[config.mk]
export PLATFORM = sky130hd
export DESIGN_NAME = joystick_virtual_axis_mixer
export DESIGN_NICKNAME = d
export VERILOG_FILES = /design/src/design/jvam_pkg.sv /design/src/design/jvam_front.sv /design/src/design/jvam_queue.sv /design/src/design/jvam_back.sv /design/src/design/joystick_virtual_axis_mixer.sv
export SDC_FILE = /design/constraint.sdc
export NUM_CORES = 2
export LEC_CHECK = 0
export BUFFER_PORTS_ARGS = -buffer_cell sky130_fd_sc_hd__buf_2
export CORE_MARGIN = 2
export CORE_UTILIZATION = 35
export CTS_BUF_LIST = sky130_fd_sc_hd__clkbuf_16
export DETAILED_ROUTE_END_ITERATION = 7
export GPL_TIMING_DRIVEN = 0
export MAX_ROUTING_LAYER = met4
export PLACE_DENSITY = 0.51
export SETUP_SLACK_MARGIN = 0.02
export SLEW_MARGIN = 20
export SYNTH_ARGS = -nofsm -noshare
export SYNTH_HDL_FRONTEND = slang
export SYNTH_SLANG_ARGS = --single-unit
[constraint.sdc]
create_clock -name clk -period 7.6 [get_ports clk]
set_input_delay 1.52 -clock clk [delete_from_list [all_inputs] [get_ports clk]]
set_output_delay 1.52 -clock clk [all_outputs]
set_load 0.05 [all_outputs]
[src/design/jvam_pkg.sv]
`timescale 1ns / 1ps
`default_nettype none
// ----------------------------------------------------------------------------
// jvam_pkg
// Shared types and constants of the joystick virtual axis mixer.
// ----------------------------------------------------------------------------
package jvam_pkg;

    // default sizes handed down from the top level
    localparam int DEF_AXIS_COUNT         = 8;
    localparam int DEF_BUTTON_COUNT       = 16;
    localparam int DEF_VIRTUAL_AXIS_COUNT = 8;
    localparam int DEF_TABLE_DEPTH        = 16;

    // number of virtual axis slots on the result stream
    localparam int VOUT = 8;

    // stream payload widths
    localparam int FUNC_W = 2;
    localparam int IN_W   = 120;
    localparam int OUT_W  = VOUT * 32 + 48;

    // configuration port
    localparam int CFG_INDEX_W = 2;
    localparam int CFG_DATA_W  = 5;
    localparam logic [CFG_INDEX_W-1:0] CFG_MODEL_ENABLE = 2'd0;
    localparam logic [CFG_INDEX_W-1:0] CFG_TABLE_SIZE   = 2'd1;

    // func codes
    localparam logic [FUNC_W-1:0] FUNC_EVENT = 2'd0;
    localparam logic [FUNC_W-1:0] FUNC_APPLY = 2'd1;
    localparam logic [FUNC_W-1:0] FUNC_WRITE = 2'd2;

    // event type codes, init flag stripped
    localparam logic [6:0] EVT_BUTTON = 7'd1;
    localparam logic [6:0] EVT_AXIS   = 7'd2;

    // table entry words
    // select: [0] is_button, [4:1] source, [19:5] dead zone,
    //         [27:20] target, [43:28] button mask
    // gain:   [15:0] weight, [39:16] bias
    localparam int SEL_W  = 44;
    localparam int GAIN_W = 40;

    // 1.0 in Q1.15, one bit wider than the raw axis
    localparam logic [16:0] ONE_Q15 = 17'h08000;

    // command queue
    localparam int QUEUE_DEPTH = 4;
    localparam int QPTR_W      = 2;

    typedef enum logic [1:0] {
        CMD_AXIS,
        CMD_BUTTON,
        CMD_WRITE,
        CMD_APPLY
    } cmd_kind_t;

    typedef struct packed {
        cmd_kind_t          kind;
        logic [7:0]         num;     // axis, button or slot number
        logic [15:0]        value;   // axis position, bit 0 = button pressed
        logic [SEL_W-1:0]   sel;
        logic [GAIN_W-1:0]  gain;
    } cmd_t;

endpackage
`default_nettype wire

[src/design/jvam_front.sv]
`timescale 1ns / 1ps
`default_nettype none
// ----------------------------------------------------------------------------
// jvam_front
// Input side: unpacks items, drops those without effect, builds commands.
// ----------------------------------------------------------------------------
module jvam_front #(
    parameter int AXIS_COUNT   = jvam_pkg::DEF_AXIS_COUNT,
    parameter int BUTTON_COUNT = jvam_pkg::DEF_BUTTON_COUNT,
    parameter int TABLE_DEPTH  = jvam_pkg::DEF_TABLE_DEPTH
) (
    input  wire logic                        s_tvalid,
    output logic                             s_tready,
    input  wire logic [jvam_pkg::IN_W-1:0]   s_tdata,
    input  wire logic [jvam_pkg::FUNC_W-1:0] s_tuser,
    input  wire logic                        q_full,
    output logic                             q_push,
    output jvam_pkg::cmd_t                   q_cmd
);

    logic [6:0]  evt_type;
    logic [7:0]  evt_num;
    logic [15:0] evt_value;
    logic [3:0]  slot;
    logic        keep;

    assign evt_type  = s_tdata[6:0];    // bit 7 (init) ignored
    assign evt_num   = s_tdata[15:8];
    assign evt_value = s_tdata[31:16];
    assign slot      = s_tdata[35:32];

    always_comb
    begin
        q_cmd.kind  = jvam_pkg::CMD_APPLY;
        q_cmd.num   = evt_num;
        q_cmd.value = evt_value;
        // mask, target, dead zone, source, is_button
        q_cmd.sel   = {s_tdata[119:104], s_tdata[103:96], s_tdata[55:41],
                       s_tdata[40:37], s_tdata[36]};
        // bias, weight
        q_cmd.gain  = {s_tdata[95:72], s_tdata[71:56]};
        keep        = 1'b0;
        unique case (s_tuser)
            jvam_pkg::FUNC_EVENT:
            begin
                if (evt_type == jvam_pkg::EVT_AXIS)
                begin
                    q_cmd.kind = jvam_pkg::CMD_AXIS;
                    keep       = (evt_num < 8'(AXIS_COUNT));
                end
                else if (evt_type == jvam_pkg::EVT_BUTTON)
                begin
                    q_cmd.kind  = jvam_pkg::CMD_BUTTON;
                    q_cmd.value = {15'd0, ~evt_value[15] && (evt_value != 16'd0)};
                    keep        = (evt_num < 8'(BUTTON_COUNT));
                end
            end
            jvam_pkg::FUNC_APPLY:
            begin
                q_cmd.kind = jvam_pkg::CMD_APPLY;
                keep       = 1'b1;
            end
            jvam_pkg::FUNC_WRITE:
            begin
                q_cmd.kind = jvam_pkg::CMD_WRITE;
                q_cmd.num  = {4'd0, slot};
                keep       = ({1'b0, slot} < 5'(TABLE_DEPTH));
            end
            default:
            begin
                keep = 1'b0;
            end
        endcase
    end

    assign s_tready = ~q_full;
    assign q_push   = s_tvalid && ~q_full && keep;

endmodule
`default_nettype wire

[src/design/jvam_queue.sv]
`timescale 1ns / 1ps
`default_nettype none
// ----------------------------------------------------------------------------
// jvam_queue
// Short command FIFO between the input side and the execution side.
// ----------------------------------------------------------------------------
module jvam_queue (
    input  wire logic           clk,
    input  wire logic           rst_n,
    input  wire logic           push,
    input  wire jvam_pkg::cmd_t push_cmd,
    output logic                full,
    input  wire logic           pop,
    output logic                valid,
    output jvam_pkg::cmd_t      head
);

    jvam_pkg::cmd_t               fifo_mem [jvam_pkg::QUEUE_DEPTH];
    logic [jvam_pkg::QPTR_W-1:0]  wr_ptr_reg;
    logic [jvam_pkg::QPTR_W-1:0]  rd_ptr_reg;
    logic [jvam_pkg::QPTR_W:0]    count_reg;
    logic                         do_pop;

    assign full   = (count_reg == (jvam_pkg::QPTR_W + 1)'(jvam_pkg::QUEUE_DEPTH));
    assign valid  = (count_reg != '0);
    assign head   = fifo_mem[rd_ptr_reg];
    assign do_pop = pop && valid;

    always_ff @(posedge clk)
    begin
        if (push)
        begin
            fifo_mem[wr_ptr_reg] <= push_cmd;
        end
    end

    always_ff @(posedge clk or negedge rst_n)
    begin
        if (!rst_n)
        begin
            wr_ptr_reg <= '0;
            rd_ptr_reg <= '0;
            count_reg  <= '0;
        end
        else
        begin
            if (push)
            begin
                wr_ptr_reg <= wr_ptr_reg + 1'b1;
            end
            if (do_pop)
            begin
                rd_ptr_reg <= rd_ptr_reg + 1'b1;
            end
            if (push && !do_pop)
            begin
                count_reg <= count_reg + 1'b1;
            end
            else if (do_pop && !push)
            begin
                count_reg <= count_reg - 1'b1;
            end
        end
    end

endmodule
`default_nettype wire

[src/design/jvam_back.sv]
`timescale 1ns / 1ps
`default_nettype none
// ----------------------------------------------------------------------------
// jvam_back
// Execution side: axis/button stores, mixing table, multiply-accumulate walk
// over the table on apply, and the result register.
// ----------------------------------------------------------------------------
module jvam_back #(
    parameter int AXIS_COUNT         = jvam_pkg::DEF_AXIS_COUNT,
    parameter int BUTTON_COUNT       = jvam_pkg::DEF_BUTTON_COUNT,
    parameter int VIRTUAL_AXIS_COUNT = jvam_pkg::DEF_VIRTUAL_AXIS_COUNT,
    parameter int TABLE_DEPTH        = jvam_pkg::DEF_TABLE_DEPTH
) (
    input  wire logic                             clk,
    input  wire logic                             rst_n,
    input  wire logic                             q_valid,
    input  wire jvam_pkg::cmd_t                   q_cmd,
    output logic                                  q_pop,
    input  wire logic                             cfg_valid,
    input  wire logic [jvam_pkg::CFG_INDEX_W-1:0] cfg_index,
    input  wire logic [jvam_pkg::CFG_DATA_W-1:0]  cfg_data,
    output logic                                  m_tvalid,
    input  wire logic                             m_tready,
    output logic [jvam_pkg::OUT_W-1:0]            m_tdata
);

    localparam int AX_IDX_W  = (AXIS_COUNT > 1) ? $clog2(AXIS_COUNT) : 1;
    localparam int BTN_IDX_W = (BUTTON_COUNT > 1) ? $clog2(BUTTON_COUNT) : 1;
    localparam int VA_IDX_W  = (VIRTUAL_AXIS_COUNT > 1) ? $clog2(VIRTUAL_AXIS_COUNT) : 1;
    localparam int TBL_IDX_W = (TABLE_DEPTH > 1) ? $clog2(TABLE_DEPTH) : 1;

    typedef enum logic [2:0] {
        S_IDLE,
        S_READ,
        S_EVAL,
        S_MUL,
        S_ACC,
        S_FINISH,
        S_EMIT
    } state_t;

    state_t                           state_reg;
    logic                             enable_reg;
    logic [4:0]                       size_reg;
    logic [4:0]                       cnt_reg;
    logic [4:0]                       lim_reg;
    logic [4:0]                       lim_next;

    logic [15:0]                      axis_reg [AXIS_COUNT];
    logic [BUTTON_COUNT-1:0]          button_reg;
    logic [31:0]                      va_reg [VIRTUAL_AXIS_COUNT];
    logic [15:0]                      hold_mask_reg;
    logic [15:0]                      press_mask_reg;
    logic [15:0]                      release_mask_reg;
    logic [15:0]                      hold_acc_reg;

    logic [jvam_pkg::SEL_W-1:0]       sel_mem [TABLE_DEPTH];
    logic [jvam_pkg::GAIN_W-1:0]      gain_mem [TABLE_DEPTH];
    logic [jvam_pkg::SEL_W-1:0]       sel_rd_reg;
    logic [jvam_pkg::GAIN_W-1:0]      gain_rd_reg;
    logic                             tbl_we;

    logic signed [16:0]               v_reg;
    logic signed [15:0]               weight_reg;
    logic [23:0]                      bias_reg;
    logic [7:0]                       tgt_reg;
    logic signed [32:0]               prod_reg;

    logic                             m_tvalid_reg;
    logic [jvam_pkg::OUT_W-1:0]       m_tdata_reg;

    // entry evaluation
    logic                             e_is_btn;
    logic [3:0]                       e_src;
    logic [14:0]                      e_dz;
    logic [15:0]                      e_bmask;
    logic [15:0]                      e_ax;
    logic [16:0]                      e_ax17;
    logic [16:0]                      e_mag;
    logic [16:0]                      e_dz17;
    logic [16:0]                      e_v_axis;
    logic                             e_btn_on;
    logic [16:0]                      e_v;

    // accumulate
    logic [21:0]                      a_shift;
    logic [24:0]                      a_add;
    logic [31:0]                      a_cur;
    logic [32:0]                      a_sum;
    logic [31:0]                      a_sat;
    logic                             a_tgt_ok;

    logic [jvam_pkg::OUT_W-1:0]       out_data;

    assign q_pop    = (state_reg == S_IDLE) && q_valid;
    assign tbl_we   = q_pop && (q_cmd.kind == jvam_pkg::CMD_WRITE);
    assign lim_next = (size_reg > 5'(TABLE_DEPTH)) ? 5'(TABLE_DEPTH) : size_reg;
    assign m_tvalid = m_tvalid_reg;
    assign m_tdata  = m_tdata_reg;

    always_comb
    begin
        e_is_btn = sel_rd_reg[0];
        e_src    = sel_rd_reg[4:1];
        e_dz     = sel_rd_reg[19:5];
        e_bmask  = sel_rd_reg[43:28];
        e_ax     = ({4'd0, e_src} < 8'(AXIS_COUNT)) ? axis_reg[e_src[AX_IDX_W-1:0]] : 16'd0;
        e_btn_on = ({4'd0, e_src} < 8'(BUTTON_COUNT)) && button_reg[e_src[BTN_IDX_W-1:0]];
        e_ax17   = {e_ax[15], e_ax};
        e_mag    = e_ax[15] ? (17'd0 - e_ax17) : e_ax17;
        e_dz17   = {2'd0, e_dz};
        // strict dead zone, then shrink toward zero
        if (e_mag > e_dz17)
        begin
            e_v_axis = e_ax[15] ? (e_ax17 + e_dz17) : (e_ax17 - e_dz17);
        end
        else
        begin
            e_v_axis = 17'd0;
        end
        if (e_is_btn)
        begin
            e_v = e_btn_on ? jvam_pkg::ONE_Q15 : 17'd0;
        end
        else
        begin
            e_v = e_v_axis;
        end
    end

    always_comb
    begin
        // floor shift of the Q.27 product down to Q.16
        a_shift  = prod_reg[32:11];
        a_add    = {{3{a_shift[21]}}, a_shift} + {bias_reg[23], bias_reg};
        a_cur    = va_reg[tgt_reg[VA_IDX_W-1:0]];
        a_sum    = {a_cur[31], a_cur} + {{8{a_add[24]}}, a_add};
        a_tgt_ok = (tgt_reg < 8'(VIRTUAL_AXIS_COUNT));
        if (a_sum[32] != a_sum[31])
        begin
            a_sat = a_sum[32] ? 32'h8000_0000 : 32'h7FFF_FFFF;
        end
        else
        begin
            a_sat = a_sum[31:0];
        end
    end

    always_comb
    begin
        out_data = '0;
        for (int j = 0; j < jvam_pkg::VOUT; j++)
        begin
            if (j < VIRTUAL_AXIS_COUNT)
            begin
                out_data[j*32 +: 32] = va_reg[j];
            end
        end
        out_data[jvam_pkg::VOUT*32      +: 16] = hold_mask_reg;
        out_data[jvam_pkg::VOUT*32 + 16 +: 16] = press_mask_reg;
        out_data[jvam_pkg::VOUT*32 + 32 +: 16] = release_mask_reg;
    end

    // mixing table
    always_ff @(posedge clk)
    begin
        if (tbl_we)
        begin
            sel_mem[q_cmd.num[TBL_IDX_W-1:0]]  <= q_cmd.sel;
            gain_mem[q_cmd.num[TBL_IDX_W-1:0]] <= q_cmd.gain;
        end
        sel_rd_reg  <= sel_mem[cnt_reg[TBL_IDX_W-1:0]];
        gain_rd_reg <= gain_mem[cnt_reg[TBL_IDX_W-1:0]];
    end

    // datapath registers of the walk
    always_ff @(posedge clk)
    begin
        if (state_reg == S_EVAL)
        begin
            v_reg      <= e_v;
            weight_reg <= gain_rd_reg[15:0];
            bias_reg   <= gain_rd_reg[39:16];
            tgt_reg    <= sel_rd_reg[27:20];
        end
        if (state_reg == S_MUL)
        begin
            prod_reg <= v_reg * weight_reg;
        end
    end

    always_ff @(posedge clk or negedge rst_n)
    begin
        if (!rst_n)
        begin
            state_reg        <= S_IDLE;
            enable_reg       <= 1'b0;
            size_reg         <= '0;
            cnt_reg          <= '0;
            lim_reg          <= '0;
            button_reg       <= '0;
            hold_mask_reg    <= '0;
            press_mask_reg   <= '0;
            release_mask_reg <= '0;
            hold_acc_reg     <= '0;
            m_tvalid_reg     <= 1'b0;
            m_tdata_reg      <= '0;
            for (int i = 0; i < AXIS_COUNT; i++)
            begin
                axis_reg[i] <= '0;
            end
            for (int i = 0; i < VIRTUAL_AXIS_COUNT; i++)
            begin
                va_reg[i] <= '0;
            end
        end
        else
        begin
            if (cfg_valid)
            begin
                if (cfg_index == jvam_pkg::CFG_MODEL_ENABLE)
                begin
                    enable_reg <= cfg_data[0];
                end
                else if (cfg_index == jvam_pkg::CFG_TABLE_SIZE)
                begin
                    size_reg <= cfg_data;
                end
            end

            // the emit state handles the valid flag itself
            if (m_tvalid_reg && m_tready && (state_reg != S_EMIT))
            begin
                m_tvalid_reg <= 1'b0;
            end

            unique case (state_reg)
                S_IDLE:
                begin
                    if (q_valid)
                    begin
                        unique case (q_cmd.kind)
                            jvam_pkg::CMD_AXIS:
                            begin
                                axis_reg[q_cmd.num[AX_IDX_W-1:0]] <= q_cmd.value;
                            end
                            jvam_pkg::CMD_BUTTON:
                            begin
                                button_reg[q_cmd.num[BTN_IDX_W-1:0]] <= q_cmd.value[0];
                            end
                            jvam_pkg::CMD_WRITE:
                            begin
                                // table write done in the memory block
                            end
                            jvam_pkg::CMD_APPLY:
                            begin
                                if (enable_reg)
                                begin
                                    for (int i = 0; i < VIRTUAL_AXIS_COUNT; i++)
                                    begin
                                        va_reg[i] <= '0;
                                    end
                                    hold_acc_reg <= '0;
                                    cnt_reg      <= '0;
                                    lim_reg      <= lim_next;
                                    state_reg    <= (lim_next == 5'd0) ? S_FINISH : S_READ;
                                end
                                else
                                begin
                                    state_reg <= S_EMIT;
                                end
                            end
                        endcase
                    end
                end
                S_READ:
                begin
                    state_reg <= S_EVAL;
                end
                S_EVAL:
                begin
                    if (e_is_btn && e_btn_on)
                    begin
                        hold_acc_reg <= hold_acc_reg | e_bmask;
                    end
                    state_reg <= S_MUL;
                end
                S_MUL:
                begin
                    state_reg <= S_ACC;
                end
                S_ACC:
                begin
                    if (a_tgt_ok)
                    begin
                        va_reg[tgt_reg[VA_IDX_W-1:0]] <= a_sat;
                    end
                    cnt_reg   <= cnt_reg + 5'd1;
                    state_reg <= ((cnt_reg + 5'd1) == lim_reg) ? S_FINISH : S_READ;
                end
                S_FINISH:
                begin
                    hold_mask_reg    <= hold_acc_reg;
                    press_mask_reg   <= hold_acc_reg & ~hold_mask_reg;
                    release_mask_reg <= hold_mask_reg & ~hold_acc_reg;
                    state_reg        <= S_EMIT;
                end
                S_EMIT:
                begin
                    if (!m_tvalid_reg || m_tready)
                    begin
                        m_tdata_reg  <= out_data;
                        m_tvalid_reg <= 1'b1;
                        state_reg    <= S_IDLE;
                    end
                end
                default:
                begin
                    state_reg <= S_IDLE;
                end
            endcase
        end
    end

    a_walk_in_range: assert property (@(posedge clk) disable iff (!rst_n)
        (state_reg == S_READ) |-> (cnt_reg < lim_reg))
        else $error("table walk index past model size");

    a_press_release_disjoint: assert property (@(posedge clk) disable iff (!rst_n)
        (press_mask_reg & release_mask_reg) == 16'd0)
        else $error("button both pressed and released");

    a_press_in_hold: assert property (@(posedge clk) disable iff (!rst_n)
        (press_mask_reg & ~hold_mask_reg) == 16'd0)
        else $error("pressed button not held");

    a_result_from_emit: assert property (@(posedge clk) disable iff (!rst_n)
        $rose(m_tvalid_reg) |-> $past(state_reg == S_EMIT))
        else $error("result raised outside emit");

endmodule
`default_nettype wire

[src/design/joystick_virtual_axis_mixer.sv]
`timescale 1ns / 1ps
`default_nettype none
// ----------------------------------------------------------------------------
// joystick_virtual_axis_mixer
// Joystick event store and virtual axis mixer with dead zones.
// ----------------------------------------------------------------------------
// Usage:
//   s_* carries one item per transaction, func in s_tuser. Joystick events
//   and table writes give no result; an apply gives one transaction on m_*
//   with the eight virtual axes and the hold, press and release masks.
//   cfg_* writes model_enable (index 0) and the table size (index 1); it is
//   always ready and must only be used while the block is idle.
// Flow:
//   Items are classified on entry and placed in a 4-deep command queue.
//   An event or table write executes as it is popped from the queue. An
//   apply walks N = min(table size, TABLE_DEPTH) table entries through the
//   shared multiply-accumulate unit, one entry at a time (table read,
//   evaluate, multiply, add), then updates the masks and emits the result;
//   with the model disabled it skips the walk and emits the stored values.
// Reset:
//   Axis, button and virtual axis stores and masks clear; table contents
//   are undefined until written.
// Backpressure:
//   The result register holds while m_tready is low; the execution side
//   waits, the queue fills and s_tready drops when it is full.
// ----------------------------------------------------------------------------
module joystick_virtual_axis_mixer #(
    parameter int AXIS_COUNT         = jvam_pkg::DEF_AXIS_COUNT,
    parameter int BUTTON_COUNT       = jvam_pkg::DEF_BUTTON_COUNT,
    parameter int VIRTUAL_AXIS_COUNT = jvam_pkg::DEF_VIRTUAL_AXIS_COUNT,
    parameter int TABLE_DEPTH        = jvam_pkg::DEF_TABLE_DEPTH
) (
    input  wire logic                             clk,
    input  wire logic                             rst_n,
    input  wire logic                             s_tvalid,
    output logic                                  s_tready,
    // event_type, event_number, event_value, entry_slot, entry_is_button,
    // entry_source, entry_dead_zone, entry_weight, entry_bias,
    // entry_target, entry_button_mask
    input  wire logic [jvam_pkg::IN_W-1:0]        s_tdata,
    // func
    input  wire logic [jvam_pkg::FUNC_W-1:0]      s_tuser,
    output logic                                  m_tvalid,
    input  wire logic                             m_tready,
    // virtual_axis_0 .. virtual_axis_7, hold_bits, press_bits, release_bits
    output logic [jvam_pkg::OUT_W-1:0]            m_tdata,
    input  wire logic                             cfg_valid,
    output logic                                  cfg_ready,
    input  wire logic [jvam_pkg::CFG_INDEX_W-1:0] cfg_index,
    input  wire logic [jvam_pkg::CFG_DATA_W-1:0]  cfg_data
);

    logic           q_full;
    logic           q_push;
    jvam_pkg::cmd_t q_push_cmd;
    logic           q_valid;
    logic           q_pop;
    jvam_pkg::cmd_t q_head;

    assign cfg_ready = 1'b1;

    jvam_front #(
        .AXIS_COUNT   (AXIS_COUNT),
        .BUTTON_COUNT (BUTTON_COUNT),
        .TABLE_DEPTH  (TABLE_DEPTH)
    ) u_front (
        .s_tvalid (s_tvalid),
        .s_tready (s_tready),
        .s_tdata  (s_tdata),
        .s_tuser  (s_tuser),
        .q_full   (q_full),
        .q_push   (q_push),
        .q_cmd    (q_push_cmd)
    );

    jvam_queue u_queue (
        .clk      (clk),
        .rst_n    (rst_n),
        .push     (q_push),
        .push_cmd (q_push_cmd),
        .full     (q_full),
        .pop      (q_pop),
        .valid    (q_valid),
        .head     (q_head)
    );

    jvam_back #(
        .AXIS_COUNT         (AXIS_COUNT),
        .BUTTON_COUNT       (BUTTON_COUNT),
        .VIRTUAL_AXIS_COUNT (VIRTUAL_AXIS_COUNT),
        .TABLE_DEPTH        (TABLE_DEPTH)
    ) u_back (
        .clk       (clk),
        .rst_n     (rst_n),
        .q_valid   (q_valid),
        .q_cmd     (q_head),
        .q_pop     (q_pop),
        .cfg_valid (cfg_valid),
        .cfg_index (cfg_index),
        .cfg_data  (cfg_data),
        .m_tvalid  (m_tvalid),
        .m_tready  (m_tready),
        .m_tdata   (m_tdata)
    );

endmodule
`default_nettype wire
# Word level (Yosys, flattened, before mapping)
# Memories as Yosys holds them, arrays and structs flattened. A register that Yosys moved wholly into a read port is not among the register bits.
# Index checks and enable logic that the tools add are counted.
# totals
ff_bits	893
ram_bits	1784
out_inout_bits	307
word_cells	204
memories	3
# op_classes
addsub	10
mul	1
order_cmp	14
eq_ne	24
mux	66
n_bitwise	11
reduce_logical	39
# mem_list
name	words	word_bits	rd	rd_clocked_by_memory_dff	write_ports	line	text
u_back.sel_mem	16	44	1	1	1	jvam_back.sv:57	logic [jvam_pkg::SEL_W-1:0] sel_mem [TABLE_DEPTH];
u_back.gain_mem	16	40	1	1	1	jvam_back.sv:58	logic [jvam_pkg::GAIN_W-1:0] gain_mem [TABLE_DEPTH];
u_queue.fifo_mem	4	110	1	0	1	jvam_queue.sv:18	jvam_pkg::cmd_t fifo_mem [jvam_pkg::QUEUE_DEPTH];
# op_table
op	count
2-to-1 mux 256 bit	4
case mux 256 bit (2 select lines)	1
bitwise mux 256 bit	1
2-to-1 mux 16 bit	12
2-to-1 mux 32 bit	5
bitwise mux 128 bit	1
binary-select mux 32 bit (select 3 bit)	1
demux 32 bit (select 3 bit)	1
2-to-1 mux 17 bit	4
binary-select mux 16 bit (select 3 bit)	1
demux 16 bit (select 3 bit)	1
adder 32 x 25 -> 33 bit	1
multiplier 17 x 16 -> 33 bit	1
bitwise AND 16 bit	2
inverter 16 bit	2
case mux 16 bit (2 select lines)	1
adder 22 x 24 -> 25 bit	1
2-to-1 mux 3 bit	8
case mux 3 bit (7 select lines)	1
2-to-1 mux 5 bit	4
adder 16 x 16 -> 17 bit	1
greater-than comparator 17 x 15 -> 1 bit	1
subtractor 1 x 16 -> 17 bit, first input constant	1
subtractor 16 x 16 -> 17 bit	1
50 further kinds	108

# Logic depth before layout (Yosys ltp)
# logic_depth
ltp_word	10
mapped_depth	25
mapped_depth_nobuf	23

# Hierarchy
# Synthesis repeated with hierarchy kept, for this count alone.
# unflattened
hier_cells	6932
hier_area_um2	118412.3
# by_module_without_submodules
mod	instances	cells_each	area_per_inst_um2	seq_area_each_um2
jvam_back	1	6182	101060.7	64371.7
jvam_queue	1	609	16278.1	13387.8
jvam_front	1	139	1062.3	0.0
joystick_virtual_axis_mixer	1	2	11.3	0.0

# Worst setup path after synthesis
# Ideal clock, no wire load.
# synth_timing
path_kind	register -> register
startpoint	register u_back.weight_reg[7]
endpoint	register u_back.prod_reg[32], data pin
setup_time_ns	0.260
arrival_time_ns	6.044
path_slack_ns	1.296
path_stages_with_launch	26
n_path_buf	2
synth_period_minus_slack_ns	6.304
path_cell_list	edfxtp_1 > clkbuf_1 > clkbuf_1 > nand2_1 > fa_1 > inv_1 > fa_1 > inv_1 > fa_1 > inv_1 > fa_1 > fa_1 > inv_1 > fa_1 > inv_1 > ha_1 > a21oi_1 > nor2b_1 > o31a_1 > and4_1 > a21o_1 > a41oi_1 > nand2b_1 > a21o_1 > a21oi_1 > xnor2_1
# synth_between
elab_chain_len	1
# synth_rtl
item	line	text
from (decl)	jvam_back.sv:64	logic signed [15:0] weight_reg;
from (signal assigned)	jvam_back.sv:182	weight_reg <= gain_rd_reg[15:0];
multiplier 17 x 16 -> 33 bit	jvam_back.sv:188	prod_reg <= v_reg * weight_reg;
to (signal assigned)	jvam_back.sv:188	
to (decl)	jvam_back.sv:67	logic signed [32:0] prod_reg;
# No other way between the ends.
# A chain may end at the register's enable or synchronous reset.

# Final worst setup path
# layout_timing
startpoint	register u_back.tgt_reg[2]
endpoint	register u_back.va_reg (netlist bit u_back.out_data[240])
# layout_between
elab_chain_len	10
# layout_rtl
item	line	text
from (decl)	jvam_back.sv:66	logic [7:0] tgt_reg;
from (signal assigned)	jvam_back.sv:184	tgt_reg <= sel_rd_reg[27:20];
inverter 3 -> 4 bit (not written as such)	jvam_back.sv:136, jvam_back.sv:296	
binary-select mux 32 bit (select 3 bit)	jvam_back.sv:136	a_cur = va_reg[tgt_reg[VA_IDX_W-1:0]];
2-to-1 mux 32 bit (not written as such) (2 in series)	jvam_back.sv:136	
adder 32 x 25 -> 33 bit	jvam_back.sv:137	a_sum = {a_cur[31], a_cur} + {{8{a_add[24]}}, a_add};
2-to-1 mux 32 bit or != test 1 bit (tied branches)	jvam_back.sv:141, jvam_back.sv:139	
2-to-1 mux 32 bit	jvam_back.sv:139	if (a_sum[32] != a_sum[31])
bitwise mux 256 bit	jvam_back.sv:296	va_reg[tgt_reg[VA_IDX_W-1:0]] <= a_sat;
2-to-1 mux 256 bit	jvam_back.sv:294	if (a_tgt_ok)
case mux 256 bit (2 select lines)	jvam_back.sv:237	unique case (state_reg)
to (signal, indexed assignment)	jvam_back.sv:296	
to (decl)	jvam_back.sv:51	logic [31:0] va_reg [VIRTUAL_AXIS_COUNT];
# Parallel ways exist; a longest one is shown, timed or not. The select of a mux whose other input is x is not followed.

==> summary.md <==
| Metric | Value |
|---|---|
| Rows | 212 |
| CTS tree | built |
| GRT overflow | 0 |
| Number of fill cells in the layout | just over 30000 |
| Io pins | approximately 440 |
| Detailed Route WL | 356000 um |
| Core Region | 334000 um2 |
| Cts hold-fix bufs | 0 |
| Yosys warning count | 0 |
| Slew Limit Fails | 0 |
| Most common library cells after synthesis | 1855 x edfxtp_1, 795 x dfrtp_1, 560 x mux2_2, 341 x inv_1, 332 x nand2_1 |
| Syn Nets | roughly 7700 |
| Synth Register Bits | between 2000 and 3000 |
| CP endpoint kind | flip-flop |
| HPWL after detailed placement | between 200000 and 300000 um |
| Die width | approximately 580 um |
| # DRC | 0 |
| Net count reported at finish | around 8600 |
| CP Launch Type | flip-flop |
| Placed cells | ~12000 |
| Worst-Skew Late Latency | slightly above 900 ps |
| Routability Congestion | 0.939 |
| Top-count cell post-synth | edfxtp_1 |
| Sequential area share after synthesis | 0.659 |
| Hold/Removal Path Class | reg -> reg |
| Fin cells | 12700 |
| Max FFs per register | between 700 and 800 |
| IO Port Bufs | about 440 |
| Post-synth top area cell | edfxtp_1 |
| Core Util, Final | 0.413 |
| CTS root buf | clkbuf_16 |
| CTS sink count | roughly 2700 |
| TritonRoute pass-1 iters | 6 |
| Via count | about 68000 |
| Crit Path Max Fanout | 10 |
| Initial antenna violation count | 34 |
| Worst Setup SP | u_back.tgt_reg[2] |
| Final Hold Violating Endpoints | 0 |
| Total track usage | 0.213 |
| Max clock buf depth | 4 |
| Fin crit share | 0.979 |
| Vias in the first global route | around 70000 |
| Slew headroom | 0.190 |
| # Max-Cap Violations | 0 |
| CTS H-tree depth | 5 |
| Final Setup Violations | 0 |
| CP Class | reg -> reg |
| Clock skew | ~69 ps |
| Mean Syn Cell Area | roughly 16 um2 |
| Largest net degree at the start of global routing | between 100 and 150 |
| EDFF count, synth | approximately 1900 |
| Fin crit period | 7440 ps |
| FMAX | roughly 0.13 GHz |
| Initial core utilization | 0.352 |
| Number of distinct library cells after synthesis | 80 |
| Layout cells sized above 1 | 0.247 |
| Clk slew on worst S/H paths | ~60 ps |
| Status | complete, no violations |
| RSZ-0062 raised after global routing | yes |
| Gate Count Post-Synth | between 7000 and 8000 |
| Synth area leaders | edfxtp_1 47%, dfrtp_1 17%, mux4_2 6.0% |
| DRT iter0 DRCs | about 5700 |
| WP data required | between 8000 and 9000 ps |
| First-pass GRT wire length | slightly above 500000 um |
| Crit path arrival time | approximately 8200 ps |
| Post-DRT Antenna Nets | 0 |
| Ys flop type | edfxtp_1 |
| Worst Max-Slew Pin Slew | 1210 ps |
| Hold path startpoint | u_back.gain_rd_reg[22] |
| Die area | 340000 um2 |
| DR WL/cell | around 28 um |
| Num CTS Buffers | 300 |
| Vias per inst | roughly 5.3 |
| FFs w/ async S/R, synth | 0.291 |
| Final hold slack | about 400 ps |
| Area share of the largest cell type after synthesis | 0.475 |
| R2R Setup Slk | approximately 160 ps |
| Post-Synthesis Cell Area | 117000 um2 |
| Chip height | between 500 and 600 um |
| P&R area growth vs syn | 17.4% |
| Worst r2r src | u_back.tgt_reg[2] |
-- critical path, cell delays in order (launching register included) --
cell,delay [ps]
edfxtp_1,320
clkbuf_1,330
nand2_1,120
nor2_2,680
clkbuf_1,910
a22oi_1,150
nand4_1,240
fa_1,440
ha_1,250
fa_1,510
a211oi_1,320
o21ai_0,180
a31o_2,290
a21oi_1,400
o31ai_1,260
nand3_1,150
o311ai_1,130
or2_1,300
buf_4,220
nor2_2,520
buf_2,400
a221o_1,160
-- kinds of logic after synthesis --
kind of cell	share of synthesized area
DFF	0.659
xor gates and xnor gates	0.00814
adders and majority gates	0.0692
other	0.0000320
buffers and inverters	0.0245
AOI/OAI and AO/OA	0.0670
and+or+nand+nor	0.0363
muxes	0.136
-- cell type report --
cell class / instances / area [um2] / share of cell area
clock buffers: 312 / 7810 / 0.0567
multi-input cells: 3675 / 37500 / 0.272
clock inverters: 235 / 1990 / 0.0144
inverters: 341 / 1280 / 0.00929
well taps: 4387 / 5490 / 0.0398
plain buffers: 384 / 1680 / 0.0122
flip-flops and latches: 2734 / 77300 / 0.561
repair buffers: 562 / 4700 / 0.0341
diodes: 23 / 57.6 / 0.000418
-- metal layers --
metal  track usage  vias up  part of all wire
met3        0.0306      519             0.059
li1              -    29100                 -
met1         0.285    35700              0.43
met5             -        -                 0
met2         0.343     2294              0.48
met4        0.0559        0             0.026
-- final timing paths --
| path | depth (start not counted) | endpoint |
|---|---|---|
| worst min-delay path | 0 | u_back.bias_reg[6] |
| max in group asynchronous | 4 | u_back.axis_reg[104] |
| worst min register to register | 0 | u_back.bias_reg[6] |
| min in group asynchronous | 1 | u_back.m_tdata[217] |
| worst max register to register | 21 | u_back.out_data[240] |
| worst max-delay path | 21 | u_back.out_data[240] |
-- placed cells by master, fill, tap and decap left out, types with 34 or more instances in the layout --
| cell | n |
|---|---|
| clkinv_1 | 57 |
| nand4_1 | 42 |
| nand2_1 | 332 |
| clkbuf_16 | 312 |
| nor2_1 | 122 |
| and2_1 | 149 |
| o21ai_0 | 279 |
| clkinv_2 | 48 |
| mux2_2 | 560 |
| mux2i_1 | 267 |
| a22oi_1 | 213 |
| inv_1 | 408 |
| mux4_2 | 311 |
| buf_2 | 489 |
| dfrtp_1 | 795 |
| a21oi_1 | 173 |
| nand2b_1 | 48 |
| a221o_1 | 224 |
| edfxtp_1 | 1855 |
| fa_1 | 309 |
| ha_1 | 153 |
| a21o_1 | 34 |
| buf_12 | 67 |
| buf_1 | 35 |
| buf_16 | 37 |
| dfxtp_1 | 84 |
| clkbuf_1 | 239 |
| clkbuf_2 | 36 |
| a221oi_1 | 85 |
| xnor2_1 | 67 |
-- metrics by stage --
step | worst slack [ps] | cell area, um2 | setup TNS (ps)
finish | 161 | 138000 | 0
global route | 9.47 | 138000 | 0
CTS | 52.2 | 138000 | 0
detailed placement | -1140 | 128000 | -7800
global placement | -12870 | 125000 | -
floorplan | 1300 | 117000 | 0
-- what timing repair did --
| action | CTS | global route |
|---|---|---|
| resized for setup | 24 | 36 |
| endpoints found under the setup margin | 10 | 16 |
| pin swaps | 0 | 1 |
| setup buffers | 0 | 5 |
Power is not shown: default switching activity piles up to over one toggle a cycle in this logic, so the estimate is an artifact.
